File: src/hdl/ackw_pkg.sv
`timescale 1ns / 1ps

package ackw_pkg;

    localparam int SEQ_W        = 64;
    localparam int WORD_W       = 64;
    localparam int WINDOW_BITS  = 128;
    localparam int WIN_IDX_W    = $clog2(WINDOW_BITS);
    localparam int TICK_W       = 32;
    localparam int COUNT_W      = 8;
    localparam int CFG_DATA_W   = 32;

    localparam logic [COUNT_W-1:0] COUNT_MAX          = '1;
    localparam logic [COUNT_W-1:0] ACK_EVERY_RESET    = 8'd8;
    localparam logic [TICK_W-1:0]  ACK_INTERVAL_RESET = 32'd10000;

    typedef enum logic
    {
        FUNC_DATA = 1'b0,
        FUNC_ACK  = 1'b1
    } func_t;

    typedef enum logic [1:0]
    {
        CFG_LINK_ENABLE  = 2'd0,
        CFG_ACK_EVERY    = 2'd1,
        CFG_ACK_INTERVAL = 2'd2
    } cfg_idx_t;

    typedef struct packed
    {
        func_t              func;
        logic [SEQ_W-1:0]   seq_number;
        logic               force_ack;
        logic [TICK_W-1:0]  now_ticks;
    } in_item_t;

    typedef struct packed
    {
        logic               ack_sent;
        logic [SEQ_W-1:0]   ack_largest;
        logic [WORD_W-1:0]  ack_mask_low;
        logic [WORD_W-1:0]  ack_mask_high;
    } out_item_t;

    typedef struct packed
    {
        logic               link_enable;
        logic [COUNT_W-1:0] ack_every_packets;
        logic [TICK_W-1:0]  ack_interval_ticks;
    } cfg_t;

    typedef struct packed
    {
        logic                   started;
        logic [SEQ_W-1:0]       largest;
        logic [WINDOW_BITS-1:0] bitmap;
    } win_state_t;

endpackage

File: src/hdl/receive_ack_window_top.sv
`timescale 1ns / 1ps

// Receive ack window tracker.
// Input channel (in_valid / in_stall / in_data) carries either a data item
// (func = data, seq_number used) or an ack request (func = ack, force_ack and
// now_ticks used). Every ack request gives exactly one result on the output
// channel (out_valid / out_stall / out_data); data items give none.
// Configuration: cfg_valid / cfg_ready / cfg_index / cfg_data, cfg_ready is
// always high; index 0 link_enable, 1 ack_every_packets, 2 ack_interval_ticks.
// Write configuration only while no item is in flight.
// An item is taken into the input register and processed from there; a result
// is registered and appears on out_data. One item per cycle sustained unless an
// ack request waits on a stalled result: the bitmap shift, sequence compare and
// pacing check fit between the input register and the result register.
// A stalled result holds out_data; the input register keeps taking data items
// behind it, and an ack request waits there until the result is taken, with
// in_stall high while it waits. Reset clears the window, pacing state and both
// valid flags; configuration returns to disabled, 8 packets, 10000 ticks.
module receive_ack_window_top
(
    input  logic                 clk,
    input  logic                 rst_n,
    input  logic                 in_valid,
    output logic                 in_stall,
    input  ackw_pkg::in_item_t   in_data,
    output logic                 out_valid,
    input  logic                 out_stall,
    output ackw_pkg::out_item_t  out_data,
    input  logic                 cfg_valid,
    output logic                 cfg_ready,
    input  ackw_pkg::cfg_idx_t   cfg_index,
    input  logic [ackw_pkg::CFG_DATA_W-1:0] cfg_data
);
    import ackw_pkg::*;

    cfg_t       cfg_reg, cfg_next;
    logic       in_valid_reg, in_valid_next;
    in_item_t   in_reg, in_next;
    logic       out_valid_reg, out_valid_next;
    out_item_t  out_reg, out_next;

    logic       advance;
    logic       proc;
    logic       take_pkt;
    logic       ack_req;
    logic       send;
    win_state_t win;

    assign cfg_ready = 1'b1;

    always_comb
    begin
        cfg_next = cfg_reg;
        if (cfg_valid)
        begin
            unique case (cfg_index)
                CFG_LINK_ENABLE:  cfg_next.link_enable        = cfg_data[0];
                CFG_ACK_EVERY:    cfg_next.ack_every_packets  = cfg_data[COUNT_W-1:0];
                CFG_ACK_INTERVAL: cfg_next.ack_interval_ticks = cfg_data[TICK_W-1:0];
                default:          cfg_next = cfg_reg;
            endcase
        end
    end

    // data items never need the output slot
    assign advance  = (in_reg.func == FUNC_DATA) || !out_valid_reg || !out_stall;
    assign proc     = in_valid_reg && advance;
    assign take_pkt = proc && (in_reg.func == FUNC_DATA) && cfg_reg.link_enable;
    assign ack_req  = proc && (in_reg.func == FUNC_ACK);
    assign in_stall = in_valid_reg && !advance;

    always_comb
    begin
        in_valid_next = in_valid_reg;
        in_next       = in_reg;
        if (in_valid && !in_stall)
        begin
            in_valid_next = 1'b1;
            in_next       = in_data;
        end
        else if (proc)
        begin
            in_valid_next = 1'b0;
        end
    end

    always_comb
    begin
        out_valid_next = out_valid_reg;
        out_next       = out_reg;
        if (ack_req)
        begin
            out_valid_next = 1'b1;
            out_next       = '0;
            if (send)
            begin
                out_next.ack_sent      = 1'b1;
                out_next.ack_largest   = win.largest;
                out_next.ack_mask_low  = win.bitmap[WORD_W-1:0];
                out_next.ack_mask_high = win.bitmap[WINDOW_BITS-1:WORD_W];
            end
        end
        else if (out_valid_reg && !out_stall)
        begin
            out_valid_next = 1'b0;
        end
    end

    always_ff @(posedge clk or negedge rst_n)
    begin
        if (!rst_n)
        begin
            cfg_reg.link_enable        <= 1'b0;
            cfg_reg.ack_every_packets  <= ACK_EVERY_RESET;
            cfg_reg.ack_interval_ticks <= ACK_INTERVAL_RESET;
            in_valid_reg               <= 1'b0;
            out_valid_reg              <= 1'b0;
        end
        else
        begin
            cfg_reg       <= cfg_next;
            in_valid_reg  <= in_valid_next;
            out_valid_reg <= out_valid_next;
        end
    end

    always_ff @(posedge clk)
    begin
        in_reg  <= in_next;
        out_reg <= out_next;
    end

    ackw_window u_window
    (
        .clk      (clk),
        .rst_n    (rst_n),
        .take_pkt (take_pkt),
        .seq      (in_reg.seq_number),
        .win      (win)
    );

    ackw_pacer u_pacer
    (
        .clk       (clk),
        .rst_n     (rst_n),
        .cfg       (cfg_reg),
        .started   (win.started),
        .take_pkt  (take_pkt),
        .ack_req   (ack_req),
        .force_ack (in_reg.force_ack),
        .now_ticks (in_reg.now_ticks),
        .send      (send)
    );

    assign out_valid = out_valid_reg;
    assign out_data  = out_reg;

    a_sent_has_largest: assert property (@(posedge clk) disable iff (!rst_n)
        out_valid_reg && out_reg.ack_sent |-> out_reg.ack_mask_low[0])
        else $error("sent ack without largest marked");

    a_unsent_zero: assert property (@(posedge clk) disable iff (!rst_n)
        out_valid_reg && !out_reg.ack_sent |->
            out_reg.ack_largest == '0 && out_reg.ack_mask_low == '0
            && out_reg.ack_mask_high == '0)
        else $error("unsent ack carries data");

    a_ack_waits: assert property (@(posedge clk) disable iff (!rst_n)
        in_valid_reg && in_reg.func == FUNC_ACK && out_valid_reg && out_stall |=> in_valid_reg)
        else $error("ack request dropped while output stalled");

endmodule

File: src/hdl/ackw_window.sv
`timescale 1ns / 1ps

module ackw_window
(
    input  logic                clk,
    input  logic                rst_n,
    input  logic                take_pkt,
    input  logic [ackw_pkg::SEQ_W-1:0] seq,
    output ackw_pkg::win_state_t win
);
    import ackw_pkg::*;

    logic                   started_reg, started_next;
    logic [SEQ_W-1:0]       largest_reg, largest_next;
    logic [WINDOW_BITS-1:0] bitmap_reg, bitmap_next;

    logic [SEQ_W-1:0]       ahead;
    logic [SEQ_W-1:0]       behind;
    logic                   newer;

    assign ahead  = seq - largest_reg;
    assign behind = largest_reg - seq;
    assign newer  = seq > largest_reg;

    always_comb
    begin
        started_next = started_reg;
        largest_next = largest_reg;
        bitmap_next  = bitmap_reg;
        if (take_pkt)
        begin
            started_next = 1'b1;
            if (!started_reg)
            begin
                largest_next = seq;
                bitmap_next  = {{(WINDOW_BITS-1){1'b0}}, 1'b1};
            end
            else if (newer)
            begin
                largest_next = seq;
                // gap of a full window or more drops every old bit
                if (|ahead[SEQ_W-1:WIN_IDX_W])
                    bitmap_next = {{(WINDOW_BITS-1){1'b0}}, 1'b1};
                else
                    bitmap_next = (bitmap_reg << ahead[WIN_IDX_W-1:0])
                                  | {{(WINDOW_BITS-1){1'b0}}, 1'b1};
            end
            else if (!(|behind[SEQ_W-1:WIN_IDX_W]))
            begin
                bitmap_next = bitmap_reg
                              | ({{(WINDOW_BITS-1){1'b0}}, 1'b1} << behind[WIN_IDX_W-1:0]);
            end
        end
    end

    always_ff @(posedge clk or negedge rst_n)
    begin
        if (!rst_n)
        begin
            started_reg <= 1'b0;
            largest_reg <= '0;
            bitmap_reg  <= '0;
        end
        else
        begin
            started_reg <= started_next;
            largest_reg <= largest_next;
            bitmap_reg  <= bitmap_next;
        end
    end

    assign win.started = started_reg;
    assign win.largest = largest_reg;
    assign win.bitmap  = bitmap_reg;

    a_empty_until_started: assert property (@(posedge clk) disable iff (!rst_n)
        !started_reg |-> bitmap_reg == '0)
        else $error("bitmap set before first packet");

    a_largest_marked: assert property (@(posedge clk) disable iff (!rst_n)
        started_reg |-> bitmap_reg[0])
        else $error("largest sequence not marked in bitmap");

    a_take_starts: assert property (@(posedge clk) disable iff (!rst_n)
        take_pkt |=> started_reg)
        else $error("packet did not start the window");

endmodule

File: src/hdl/ackw_pacer.sv
`timescale 1ns / 1ps

module ackw_pacer
(
    input  logic                        clk,
    input  logic                        rst_n,
    input  ackw_pkg::cfg_t              cfg,
    input  logic                        started,
    input  logic                        take_pkt,
    input  logic                        ack_req,
    input  logic                        force_ack,
    input  logic [ackw_pkg::TICK_W-1:0] now_ticks,
    output logic                        send
);
    import ackw_pkg::*;

    logic [COUNT_W-1:0] count_reg, count_next;
    logic               pending_reg, pending_next;
    logic               acked_reg, acked_next;
    logic [TICK_W-1:0]  last_time_reg, last_time_next;

    logic [TICK_W-1:0]  elapsed;
    logic               allowed;

    // modulo 2^32 difference handles tick wrap
    assign elapsed = now_ticks - last_time_reg;
    assign allowed = force_ack || (count_reg >= cfg.ack_every_packets)
                     || !acked_reg || (elapsed >= cfg.ack_interval_ticks);
    assign send    = ack_req && cfg.link_enable && started && pending_reg && allowed;

    always_comb
    begin
        count_next     = count_reg;
        pending_next   = pending_reg;
        acked_next     = acked_reg;
        last_time_next = last_time_reg;
        if (take_pkt)
        begin
            if (count_reg != COUNT_MAX)
                count_next = count_reg + 1'b1;
            pending_next = 1'b1;
        end
        else if (send)
        begin
            count_next     = '0;
            pending_next   = 1'b0;
            acked_next     = 1'b1;
            last_time_next = now_ticks;
        end
    end

    always_ff @(posedge clk or negedge rst_n)
    begin
        if (!rst_n)
        begin
            count_reg     <= '0;
            pending_reg   <= 1'b0;
            acked_reg     <= 1'b0;
            last_time_reg <= '0;
        end
        else
        begin
            count_reg     <= count_next;
            pending_reg   <= pending_next;
            acked_reg     <= acked_next;
            last_time_reg <= last_time_next;
        end
    end

    a_send_clears: assert property (@(posedge clk) disable iff (!rst_n)
        send |=> !pending_reg && count_reg == '0 && acked_reg)
        else $error("ack did not clear pacing state");

    a_idle_count_zero: assert property (@(posedge clk) disable iff (!rst_n)
        !pending_reg |-> count_reg == '0)
        else $error("packets counted without pending ack");

    a_pkt_pends: assert property (@(posedge clk) disable iff (!rst_n)
        take_pkt |=> pending_reg && count_reg != '0)
        else $error("packet did not mark ack pending");

endmodule

File: config.mk
export PLATFORM = sky130hd
export DESIGN_NAME = receive_ack_window_top
export DESIGN_NICKNAME = d
export VERILOG_FILES = /design/src/hdl/ackw_pkg.sv /design/src/hdl/receive_ack_window_top.sv /design/src/hdl/ackw_window.sv /design/src/hdl/ackw_pacer.sv
export SDC_FILE = /design/constraint.sdc
export NUM_CORES = 2
export LEC_CHECK = 0
export BUFFER_PORTS_ARGS = -buffer_cell sky130_fd_sc_hd__buf_2
export CAP_MARGIN = 20
export CORE_ASPECT_RATIO = 1.75
export CORE_UTILIZATION = 43
export DETAILED_ROUTE_END_ITERATION = 7
export GPL_TIMING_DRIVEN = 0
export HOLD_SLACK_MARGIN = 0.06
export SLEW_MARGIN = 40
export SYNTH_ARGS = -nofsm -noshare
export SYNTH_HDL_FRONTEND = slang
export SYNTH_SLANG_ARGS = --single-unit
File: constraint.sdc
create_clock -name clk -period 11.8 [get_ports clk]
set_input_delay 2.36 -clock clk [delete_from_list [all_inputs] [get_ports clk]]
set_output_delay 2.36 -clock clk [all_outputs]
set_load 0.05 [all_outputs]
Word-level counts from Yosys, hierarchy flattened
Cells that the tools add are included.

storage, ports and cells
  input port bits = 137
  flip-flop bits (word level) = 569
  logic and storage cells = 88
  output and inout bits = 196

cells by class
  add/subtract/negate cells = 4
  shift operators = 2
  equal/unequal tests = 6
  reductions and logical operators = 34
  muxes and demuxes = 16
  bitwise logic cells = 3
  magnitude comparators = 3

operators by type and width
  operator               number
  $mux 128               4
  $mux 193               1
  $mux 64                2
  $or 128x128->128       1
  $shl 1x7->128 const A  1
  $shl 128x7->128        1
  $sub 64x64->64         2
  $reduce_or 57->1       2
  $gt 64x64->1           1
  $ge 32x32->1           1
  $sub 32x32->32         1
  $mux 8                 3
  $reduce_and 2->1       7
  $logic_and 1x1->1      11
  $add 8x1->8 const B    1
  $ge 8x8->1             1
  $ne 8x8->1 const B     1
  $mux 1                 6
  $reduce_bool 2->1      3
  $logic_not 1->1        5
  $logic_or 1x1->1       5
  $ne 3x3->1 const B     1
  $eq 2x1->1 const B     1
  $eq 2x2->1 const B     1
  other kinds (4)        5

Logic depth before layout (Yosys ltp)
  depth after elaboration = 11
  gate-level depth with buffers = 32
  mapped depth without buffers = 30

Hierarchy
A second synthesis with hierarchy kept.

second synthesis, totals
  cell total of the unflattened synthesis = 4,999
  area, all modules = 44,450.1 um^2

by module, submodules not included
  module                  seq. area each (um^2)  cells an instance  times used  area an instance (um^2)
  ackw_window             4,829.6                3,913              1           28,382.2
  receive_ack_window_top  9,821.9                606                1           11,808.8
  ackw_pacer              1,051.0                480                1           4,259.1

Least setup slack after synthesis
Ideal clock, no wire load.

  path kind = input port to flip-flop
  start = in out_stall
  end = reg out_reg (netlist bit out_data[0]), data pin
  required time = 11,669 ps
  path buffers = 3
  data arrival time = 13,778 ps
  setup slack = -2,109 ps
  stages on the path = 8
  setup time = 131 ps
  path through = a21oi_1 > and4_1 > o21a_1 > a41o_1 > clkbuf_1 > clkbuf_1 > clkbuf_1 > and2_1

between the ends
  longest elaborated chain between the ends = 8

ends and longest elaborated chain
  what                            line                           RTL
  start, declared                 receive_ack_window_top.sv:27   input logic out_stall,
  $logic_not 1->1                 receive_ack_window_top.sv:66   assign advance = (in_reg.func == FUNC_DATA) || !out_valid_reg || !out_stall;
  $logic_or 1x1->1                receive_ack_window_top.sv:66
  $logic_and 1x1->1               receive_ack_window_top.sv:67   assign proc = in_valid_reg && advance;
  $logic_and 1x1->1               receive_ack_window_top.sv:69   assign ack_req = proc && (in_reg.func == FUNC_ACK);
  $logic_and 1x1->1 (4 in a row)  ackw_pacer.sv:29               assign send = ack_req && cfg.link_enable && started && pending_reg && allowed;
  end signal, assigned            receive_ack_window_top.sv:130  out_reg <= out_next;
  end, declared                   receive_ack_window_top.sv:40   out_item_t out_reg, out_next;

Every way passes these cells.
A chain may end at the register's enable or synchronous reset.

Worst setup path after layout
  start = reg in_reg[0] (netlist bit)
  end = reg out_reg (netlist bit out_data[4]), data pin

between the ends
  longest elaborated chain between the ends = 4

ends and longest elaborated chain
  what                    line                           RTL
  start, declared         receive_ack_window_top.sv:38   in_item_t in_reg, in_next;
  start signal, assigned  receive_ack_window_top.sv:129  in_reg <= in_next;
  $sub 32x32->32          ackw_pacer.sv:26               assign elapsed = now_ticks - last_time_reg;
  $ge 32x32->1            ackw_pacer.sv:28               || !acked_reg || (elapsed >= cfg.ack_interval_ticks);
  $logic_or 1x1->1        ackw_pacer.sv:28
  $logic_and 1x1->1       ackw_pacer.sv:29

Every way passes these cells.

==> metrics.csv <==
stage,metric,value,unit
global_routing,Tot GR Track Use,52.17,%
floorplan,die area,0.09613,mm2
drt,Detailed Route Iter0 Violations,4904,
synthesis,post-synthesis sequential area ratio,38.50,%
layout,most frequent cells in the layout,"607 x nand2_1, 512 x a21oi_1, 384 x nor2_1",
clock_network,CTS Hold Bufs,0,
sta,final setup vio count,0,
drt,Final Routed Wirelength,250.4,mm
drt,vias per cell,6.828,
synthesis,top cell type by total area after synthesis,edfxtp_1,
sta,Final Hold Fails,0,
clock_network,clock tree from TritonCTS,done,
worst_setup_path,Setup Crit Path Kind,reg -> reg,
worst_setup_path,Crit Path Max Fanout,12,
sta,Highest Clock Rate,0.1183,GHz
clock_network,post-cts sizing count,0,
placed_design,DP Area,0.04465,mm2
layout,share of layout cells above drive strength 1,14.72,%
layout,max reg flops,193,
synthesis,Post-Syn Area,0.04078,mm2
drt,1st-pass router iterations,8,
floorplan,cell row count,149,
synthesis,unique cell type count in the Yosys netlist,85,
worst_setup_path,worst r2r path cells,28,
drt,mean routed wirelength per cell,38.79,um
synthesis,Post-Syn Instances,4774,
sta,final worst slack,3.347,ns
clock_network,"CTS clk-pin slew, worst paths",0.07,ns
layout,area grow syn2layout,15.01,%
worst_setup_path,crit end category,register,
synthesis,"FFs w/ async S/R, synth",48.86,%
worst_setup_path,Max stage delay on crit path,0.76,ns
drt,DRC,4,
placed_design,pre-CTS WS,3.865,ns
worst_setup_path,critical path startpoint category,register,
placed_design,port buffer count,331,
clock_network,CTS Sinks,569,
worst_setup_path,worst path bufs/invs,5,
synthesis,"Top FF cell, synth",edfxtp_1,
floorplan,die height,409.4,um
clock_network,CTS H-tree lvls,2,
synthesis,synthesized flop and latch total,569,
layout,fin nets,5520,
layout,Finished Cell Area,0.04691,mm2
floorplan,Die X,234.8,um
floorplan,# IOs,333,
sta,Slew headroom,29.94,%
worst_setup_path,slowest cell on the critical path,clkbuf_2,
sta,max-slew violations,0,
clock_network,clock tree buffer depth,3,
global_routing,vias in the first global route,44402,
clock_network,Clock Latency Late Sink,0.72,ns
sta,RSZ-0062 raised after global routing,false,
clock_network,clock root cell,clkbuf_16,
sta,clk_skew,0.04821,ns
global_routing,GRT Residual Overflow,0,
run_status,outcome,finished with violations,
worst_setup_path,Crit path max-delay family,compound AO/OA/AOI/OAI gates,
worst_setup_path,CP dominant cell by count,o21a_1,
worst_setup_path,critical path required time,12.28,ns
clock_network,Inserted Clock Buffers,52,
synthesis,"EDFF count, synth",291,
min_path,cell count of the worst hold path,2,
worst_setup_path,CP arrival,8.93,ns
clock_network,post-CTS setup buffers,0,
drt,Vias,44089,
global_routing,antenna violations before repair,32,
synthesis,post-synth top area share,21.43,%
global_routing,largest net degree at the start of global routing,67,
layout,"most common cell after layout, fill and taps aside",nand2_1,
worst_setup_path,Crit path depth,28,
global_routing,first-pass GRT wire length,349.3,mm
sta,Tcrit/Tclk final,71.64,%
layout,fin cells,6457,
run_status,violated checks,DRC,
placed_design,Placed Cells,6335,
sta,worst-margin pin slew,1.051,ns
synthesis,Yosys warnings,0,
synthesis,Mean Syn Cell Area,8.543,um2
placed_design,DP HPWL,197.3,mm
flow_run,max-cap violations,0,
synthesis,Mapped Nets,5113,
sta,Tmin final,8.453,ns
floorplan,Starting Density,43.32,%
synthesis,main area contributors after synthesis,"edfxtp_1 21%, dfrtp_1 17%, a21oi_1 6.6%",
floorplan,Core Footprint,0.09415,mm2
placed_design,routability-driven placement congestion ratio,1.160,
min_path,Worst Hold Class,reg -> reg,
drt,Final ANT Viol Nets,0,
## worst min-delay path, stage by stage (launching register included)
cell	delay, ns
dfrtp_1	0.35
nor2_1	0.05
nor2_1	0.07
## stage by stage
| step | hold slack [ns] | setup TNS, ns | utilization (%) |
|---|---|---|---|
| detailed placement | 0.4643 | 0 | 47.42 |
| global placement | 0.4448 | -242.96 | 46.69 |
| finish | 0.5008 | 0 | 49.82 |
| CTS | 0.5006 | 0 | 49.42 |
| floorplan | 0.4304 | 0 | - |
| global route | 0.5135 | 0 | 49.78 |
## per-layer routing
metal  wire, um  up-vias  track usage, %
met1      72490    21032           46.85
met4      37310       16           62.32
met5        137        -          0.2020
met2     117000     3406           85.41
met3      23490     1638           17.71
li1           -    17997               -
## path summary, 6_finish.rpt
kind | startpoint | to | slack [ns]
min in group asynchronous | rst_n | cfg_reg[17] | 1.57
hold reg to reg | u_pacer.pending_reg | u_pacer.pending_reg | 0.50
hold / removal | u_pacer.pending_reg | u_pacer.pending_reg | 0.50
setup reg to reg | in_reg[0] | out_data[4] | 3.35
max in group asynchronous | rst_n | u_window.bitmap_reg[106] | 9.37
setup / recovery | in_reg[0] | out_data[4] | 3.35
## layout make-up
| type | count | area (um2) |
|---|---|---|
| clock inverter | 30 | 449.2 |
| antenna | 24 | 60.06 |
| timing repair buffer | 353 | 2012 |
| buffer | 312 | 1359 |
| sequential | 569 | 15700 |
| multi-input combinational | 3641 | 23430 |
| inverter | 252 | 945.9 |
| tap | 1208 | 1511 |
| clock buffer | 68 | 1434 |
| fill | 8632 | 47240 |
## Yosys cell counts, types with 10 or more instances
library cell	instances
a211o_1	10
a211oi_1	115
a21boi_0	48
a21boi_1	12
a21o_1	49
a21oi_1	535
a22o_1	77
a2bb2oi_1	48
a311oi_1	12
a31oi_1	27
and2_1	206
and3_1	31
buf_1	43
buf_2	13
clkbuf_1	246
dfrtp_1	272
edfxtp_1	291
ha_1	199
inv_1	251
mux2_2	82
mux2i_1	155
nand2_1	607
nand2b_1	32
nand3_1	49
nand4_1	64
nor2_1	397
nor2b_1	41
nor3_1	51
nor4_1	16
o2111ai_1	13
o211ai_1	40
o21a_1	41
o21ai_0	327
o21bai_1	23
o221ai_1	14
o22ai_1	66
o31ai_1	14
xnor2_1	67
xor2_1	38
## kinds of logic (layout without fill, tap and decap cells)
logic type                 after synthesis  after routing  share of synthesized area (%)
muxes                                  245            245                          6.510
other                                    1             25                       0.009195
and+or+nand+nor                       1548           1548                          17.51
DFF                                    569            569                          38.50
buffers and inverters                  564           1015                          5.332
AOI/OAI and AO/OA                     1540           1540                          23.63
adders and majority gates              202            202                          6.252
xor gates and xnor gates               105            105                          2.255
Power is left out: the tool's default activity adds up to more than one toggle a clock period on the data nets, which glitch-free logic cannot reach.
